===== config.mk =====
export PLATFORM = sky130hd
export DESIGN_NAME = hep_front
export DESIGN_NICKNAME = d
export VERILOG_FILES = /design/src/hw/rtl/hot_entry_profiler_top_k_unit_assert.svh /design/src/hw/rtl/hep_pkg.sv /design/src/hw/rtl/hep_front.sv
export SDC_FILE = /design/constraint.sdc
export NUM_CORES = 1
export LEC_CHECK = 0
export BUFFER_PORTS_ARGS = -buffer_cell sky130_fd_sc_hd__buf_2
export CORE_MARGIN = 2
export CORE_UTILIZATION = 45
export CTS_BUF_LIST = sky130_fd_sc_hd__clkbuf_4
export DETAILED_ROUTE_END_ITERATION = 16
export GPL_TIMING_DRIVEN = 0
export PLACE_DENSITY_LB_ADDON = 0.15
export SYNTH_ARGS = -nofsm -noshare
export SYNTH_HDL_FRONTEND = slang
export SYNTH_SLANG_ARGS = --single-unit

===== constraint.sdc =====
create_clock -name clk_i -period 4.91 [get_ports clk_i]
set_input_delay 0.491 -clock clk_i [delete_from_list [all_inputs] [get_ports clk_i]]
set_output_delay 0.491 -clock clk_i [all_outputs]
set_load 0.1 [all_outputs]

===== src/hw/rtl/hot_entry_profiler_top_k_unit_assert.svh =====
// ----------------------------------------------------------------------------
// Assertion macros for the hot entry profiler
// Immediate-consequence and next-cycle implication checks, compiled out in
// synthesis.
// ----------------------------------------------------------------------------
`ifndef HOT_ENTRY_PROFILER_TOP_K_UNIT_ASSERT_SVH
`define HOT_ENTRY_PROFILER_TOP_K_UNIT_ASSERT_SVH

`ifndef SYNTHESIS
`define HEP_ASSERT_IMP(lbl, clk, rstn, ante, cons) \
  lbl: assert property (@(posedge clk) disable iff (!rstn) (ante) |-> (cons)) \
    else $error("hep assertion failed");
`define HEP_ASSERT_NXT(lbl, clk, rstn, ante, cons) \
  lbl: assert property (@(posedge clk) disable iff (!rstn) (ante) |=> (cons)) \
    else $error("hep assertion failed");
`else
`define HEP_ASSERT_IMP(lbl, clk, rstn, ante, cons)
`define HEP_ASSERT_NXT(lbl, clk, rstn, ante, cons)
`endif

`endif


===== src/hw/rtl/hep_pkg.sv =====
// ----------------------------------------------------------------------------
// hep_pkg
// Shared types and constants of the hot entry profiler.
// ----------------------------------------------------------------------------
package hep_pkg;

  localparam int unsigned ENTRY_COUNT_DEF = 1024;
  localparam int unsigned TOP_MAX_DEF     = 16;
  localparam int unsigned QUEUE_DEPTH     = 4;

  localparam logic [10:0] ENTRIES_IN_USE_RST = 11'd1024;
  localparam logic [4:0]  REPORT_LIMIT_RST   = 5'd16;

  localparam logic OP_NOTE   = 1'b0;
  localparam logic OP_REPORT = 1'b1;

  typedef enum logic [0:0] {
    REG_ENTRIES_IN_USE = 1'b0,
    REG_REPORT_LIMIT   = 1'b1
  } reg_idx_e;

  // one queued transaction
  typedef struct packed {
    logic        report;
    logic [11:0] idx;
    logic [31:0] dur;
  } item_t;

  // back end status seen by the front end
  typedef struct packed {
    logic init_busy;
  } status_t;

endpackage


===== src/hw/rtl/hep_front.sv =====
// ----------------------------------------------------------------------------
// hep_front
// Input side: drops out-of-range notes and queues the rest for the back end.
// ----------------------------------------------------------------------------
module hep_front #(
  parameter int unsigned ENTRY_COUNT = hep_pkg::ENTRY_COUNT_DEF
) (
  input  logic              clk_i,
  input  logic              rst_ni,
  input  logic              in_valid_i,
  output logic              in_stall_o,
  input  logic              operation_i,
  input  logic [11:0]       entry_index_i,
  input  logic [31:0]       duration_i,
  input  hep_pkg::status_t  status_i,
  input  logic              q_pop_i,
  output logic              q_valid_o,
  output hep_pkg::item_t    q_item_o
);

  localparam int unsigned QD  = hep_pkg::QUEUE_DEPTH;
  localparam int unsigned QAW = (QD > 1) ? $clog2(QD) : 1;
  localparam int unsigned QCW = $clog2(QD + 1);

  hep_pkg::item_t    mem_q [QD];
  logic [QAW-1:0]    wr_q, wr_d, rd_q, rd_d;
  logic [QCW-1:0]    cnt_q, cnt_d;
  logic              full, keep, push, pop;

  assign full       = (cnt_q == QCW'(QD));
  assign in_stall_o = full || status_i.init_busy;
  assign keep       = (operation_i == hep_pkg::OP_REPORT) ||
                      ({1'b0, entry_index_i} < 13'(ENTRY_COUNT));
  assign push       = in_valid_i && !in_stall_o && keep;
  assign pop        = q_pop_i && q_valid_o;
  assign q_valid_o  = (cnt_q != '0);
  assign q_item_o   = mem_q[rd_q];

  always_comb begin
    wr_d  = wr_q;
    rd_d  = rd_q;
    cnt_d = cnt_q;
    if (push) begin
      wr_d = (wr_q == QAW'(QD - 1)) ? '0 : wr_q + 1'b1;
    end
    if (pop) begin
      rd_d = (rd_q == QAW'(QD - 1)) ? '0 : rd_q + 1'b1;
    end
    if (push && !pop) begin
      cnt_d = cnt_q + 1'b1;
    end else if (pop && !push) begin
      cnt_d = cnt_q - 1'b1;
    end
  end

  always_ff @(posedge clk_i or negedge rst_ni) begin
    if (!rst_ni) begin
      wr_q  <= '0;
      rd_q  <= '0;
      cnt_q <= '0;
    end else begin
      wr_q  <= wr_d;
      rd_q  <= rd_d;
      cnt_q <= cnt_d;
    end
  end

  always_ff @(posedge clk_i) begin
    if (push) begin
      mem_q[wr_q] <= '{report: operation_i, idx: entry_index_i, dur: duration_i};
    end
  end

endmodule


### Yosys cells after proc, flatten, opt, wreduce, memory -nomap -nowiden

Memories as Yosys holds them, arrays and structs flattened.
Index checks and enable logic that the tools add are counted.

* bits in registers: 7
* RAM bits: 180
* input port bits: 50
* output and inout port bits: 47
* logic and storage cells: 30
* memories: 1

* $add $sub $neg: 4
* magnitude comparators: 1
* equal/unequal tests: 3
* mux-type cells: 6
* reductions and logical operators: 12

Memory list
* mem_q: depth 4, bits a word 45, read ports 1, clocked after Yosys merged registers in 0, write ports 1, line hep_front.sv:25 `hep_pkg::item_t mem_q [QD];`

Operator list (count)
* $lt A12 B11 Y1 const B: 1
* $mux W3: 2
* $logic_and A1 B1 Y1: 5
* $add A2 B1 Y2 const B: 2
* $eq A2 B2 Y1 const B: 2
* $mux W2: 2
* $add A3 B1 Y3 const B: 1
* $eq A3 B3 Y1 const B: 1
* $logic_not A1 Y1: 3
* $reduce_bool A3 Y1: 1
* $sub A3 B1 Y3 const B: 1
* $logic_or A1 B1 Y1: 2
* $mux W1: 2
* $reduce_bool A2 Y1: 1

### Depth between registers and ports, before layout

* depth after elaboration: 9
* mapped depth: 8

### Worst setup path after synthesis

No wires, ideal clock.

* path type: register to register
* from: reg cnt_q[0]
* to: reg cnt_q[2]
* arrival time: 2487 ps
* required time: 4831 ps
* setup slack: 2344 ps
* stages on the path, launching flop included: 9
* buffers on the path: 0
* period minus slack after synthesis: 2566 ps
* path through: dfrtp_1 > or3_1 > nand2_1 > ha_1 > inv_1 > fa_1 > xor2_1 > nor2_1 > xor2_1

* elaborated cells on any way between the ends: 16

RTL lines
* from (decl): line hep_front.sv:27 `logic [QCW-1:0] cnt_q, cnt_d;`
* from (signal assigned): line hep_front.sv:64 `cnt_q <= cnt_d;`
* $reduce_bool A3 Y1 (*): line hep_front.sv:36 `assign q_valid_o = (cnt_q != '0);`
* via q_valid_o: line hep_front.sv:17 `output logic q_valid_o,`
* $logic_and A1 B1 Y1 (*): line hep_front.sv:35 `assign pop = q_pop_i && q_valid_o;`
* $logic_not A1 Y1: line hep_front.sv:49 `if (push && !pop) begin`
* $logic_and A1 B1 Y1: line hep_front.sv:49
* $mux W3 / $reduce_bool A2 Y1 (equally long branches)

Mark *: on every way through the listed nets, which the timed path passes. The rest lies on a longest branch. The select of a mux whose other input is x is not followed.
A chain may end at the register's enable or synchronous reset.

==> flow_summary_export.csv <==
group,metric,value,unit
run_status,status,"finished clean",
sta,tightest_slew,1.30,ns
global_routing,grt_pass1_vias,3325,
clock_tree,cts_tree,"built",
floorplan,fp.dieH,128,µm
drt,routedWlPerCell,20.2,µm
floorplan,start_util,45.8,%
global_routing,grt_pass1_wl,18.1,mm
layout,final_common_cell,"edfxtp_1",
global_routing,grt_max_degree,46,
clock_tree,clk_latency,0.56,ns
synthesis,yosysTopAreaCell,"edfxtp_1",
placed_design,portBuffers,96,
drt,vias,3094,
setup_path,crit_path_end_kind,"primary output",
layout,synthToLayoutAreaGrowth,14.6,%
sta,hold_viol,0,
floorplan,rows,45,
worst_hold_path,min_path_type,"in -> reg",
synthesis,netlist.area_leader.share,77.9,%
global_routing,antenna_found_initial,1,
synthesis,synth.distinct_cells,19,
setup_path,required,4.42,ns
layout,nets,447,
setup_path,cpMostUsedCell,"buf_2",
synthesis,yosysWarnings,0,
global_routing,grt_use_total,15.5,%
drt,detail_route.first_pass.iterations,4,
floorplan,num_io_pins,97,
setup_path,r2r_cells,3,
synthesis,synth_nets,331,
global_routing,overflow,0,
worst_hold_path,hold_depth,1,
worst_hold_path,hold_end,"mem_q[0][22]$_DFFE_PP_",
setup_path,r2r-end,"mem_q[2][6]$_DFFE_PP_",
clock_tree,postCtsSetupBuffers,0,
sta,finalCritPeriodShare,62.8,%
layout,drive_gt1_share,46.4,%
floorplan,die_w,128,µm
setup_path,cpMaxStageDelayCell,"buf_1",
setup_path,critPathLaunchType,"register",
clock_tree,h-tree-depth,4,
sta,period_needed,3.08,ns
synthesis,syn_area_per_cell,25.3,µm²
drt,wirelength,12.0,mm
setup_path,worstPathCellList,"buf_2 -> buf_1 -> mux4_2 -> buf_2",
drt,dr.first_iter.drc_count,281,
layout,num-fill-cells,1228,
job,cap_violations,0,
sta,finalSetupViolCount,0,
placed_design,globalplace.congestion,0.689,
setup_path,slowest_delay,0.59,ns
drt,vias_per_cell,5.23,
clock_tree,cts_buffers,17,
setup_path,r2r_start,"cnt_q[0]$_DFFE_PN0P_",
clock_tree,post_cts_resized,0,
synthesis,synth_area_leaders,"edfxtp_1, mux4_2, dfrtp_1",
sta,finClkSkew,0.0135,ns
placed_design,dp_hpwl,6.93,mm
synthesis,synth_area,6940,µm²
synthesis,ys_ff_latch,187,
setup_path,worstPathArrival,2.59,ns
clock_tree,cts_max_path_buffers,2,
sta,grt_setup_unrepaired,"false",
synthesis,seq_area_frac_synth,80.4,%
sta,fin_tns_setup,0,ns
sta,fmax,324,MHz
setup_path,cp_max_fo,10,
setup_path,r2r_slack,2.24,ns
drt,ant_nets,0,
clock_tree,cts_root_buf,"clkbuf_4",
floorplan,placeableCoreArea,15100,µm²
clock_tree,cts.reportedPaths.clkPinSlew,0.14,ns
sta,finalMaxSlewViolations,0,
setup_path,crit_type,"reg -> out",
clock_tree,clock-sinks,187,
layout,final_cell_mix,"edfxtp_1, buf_2, mux4_2",
sta,slew_headroom,13.5,%
drt,drc,0,
floorplan,dieArea,16400,µm²
worst_hold_path,hp-start,"duration_i[22]",
synthesis,syn-instance-count,274,
routing by layer:
layer  vias up  share of wire (%)  track usage, %
met5         -                  0               0
met4         0                1.1            5.43
met3        12                5.6            5.26
met2        92                 50            24.9
met1      1596                 43            19.9
li1       1394                  -               -
layout make-up:
cell class / instances / area (µm²) / area share, %
Sequential cell: 187 / 5580 / 70.1
Tap cell: 188 / 235 / 2.96
Inverter: 4 / 15.0 / 0.189
Buffer: 10 / 55.1 / 0.692
Multi-Input combinational cell: 73 / 1290 / 16.2
Antenna cell: 1 / 2.50 / 0.0315
Timing Repair Buffer: 97 / 490 / 6.16
Clock buffer: 18 / 135 / 1.70
Clock inverter: 14 / 151 / 1.90
how the worst max path moves through the flow:
stage                     slack, ns                      to  cells past startpoint                  from
final                          1.83            q_item_o[30]                      4   rd_q[1]$_DFFE_PN0P_
after global routing           1.59            q_item_o[30]                      4   rd_q[1]$_DFFE_PN0P_
after CTS                      1.71            q_item_o[26]                      4   rd_q[1]$_DFFE_PN0P_
after detailed placement       1.94  mem_q[0][18]$_DFFE_PP_                      4     entry_index_i[11]
after global placement         1.93   mem_q[2][4]$_DFFE_PP_                      4     entry_index_i[11]
after floorplan                2.34    cnt_q[2]$_DFFE_PN0P_                      8  cnt_q[0]$_DFFE_PN0P_
critical path: cells and delay by family, from the launching register on:
kind / cells / cell delay (ns)
buffers and inverters: 3 / 1.31
multiplexers: 1 / 0.34
flip-flops: 1 / 0.38
metrics by stage:
| stage | hold WS [ns] | std cells | utilization (%) | setup WS [ns] | instance area (µm²) |
|---|---|---|---|---|---|
| after floorplan | 0.195 | 274 | - | 2.34 | 6940 |
| after global placement | 0.345 | 558 | 50.6 | 1.93 | 7660 |
| after detailed placement | 0.349 | 558 | 50.6 | 1.94 | 7660 |
| after CTS | 0.0819 | 591 | 52.5 | 1.71 | 7950 |
| after global routing | 0.0688 | 592 | 52.5 | 1.59 | 7960 |
| final | 0.131 | 592 | 52.5 | 1.83 | 7960 |
cell families (layout without fill, tap and decap cells):
logic type	after synthesis	count (layout)	synth area share, %
adder cells (fa/ha/maj)	7	7	1.37
XOR/XNOR	3	3	0.379
flip-flops	187	187	80.4
AND/OR/NAND/NOR	10	10	0.793
buffers and inverters	14	143	1.01
multiplexers	50	50	15.4
AO/OA/AOI/OAI	3	3	0.649
other	0	1	0
what timing repair did:
action | in CTS | in global routing
endpoints found under the setup margin | 0 | 0
endpoints found under the hold margin | 7 | 0
hold buffers | 1 | 0
state kept, by name (all words and copies together), names as in the netlist:
name	cells
cnt_q	3
mem_q	180
rd_q	2
wr_q	2
synthesized netlist by cell type:
cell and instances:
mux2_2 5, a2111oi_4 1, and2_2 4, a21o_1 1, nor2_1 4, buf_1 2, mux4_2 45, inv_1 4
xor2_1 2, or3_1 1, nand2_1 1, ha_1 6, edfxtp_1 180, buf_2 5, dfrtp_1 7, fa_1 1
o21ba_1 1, xnor2_1 1, buf_4 3
Power is left out: the tool's default activity adds up to more than one toggle a clock period on the data nets, which glitch-free logic cannot reach.
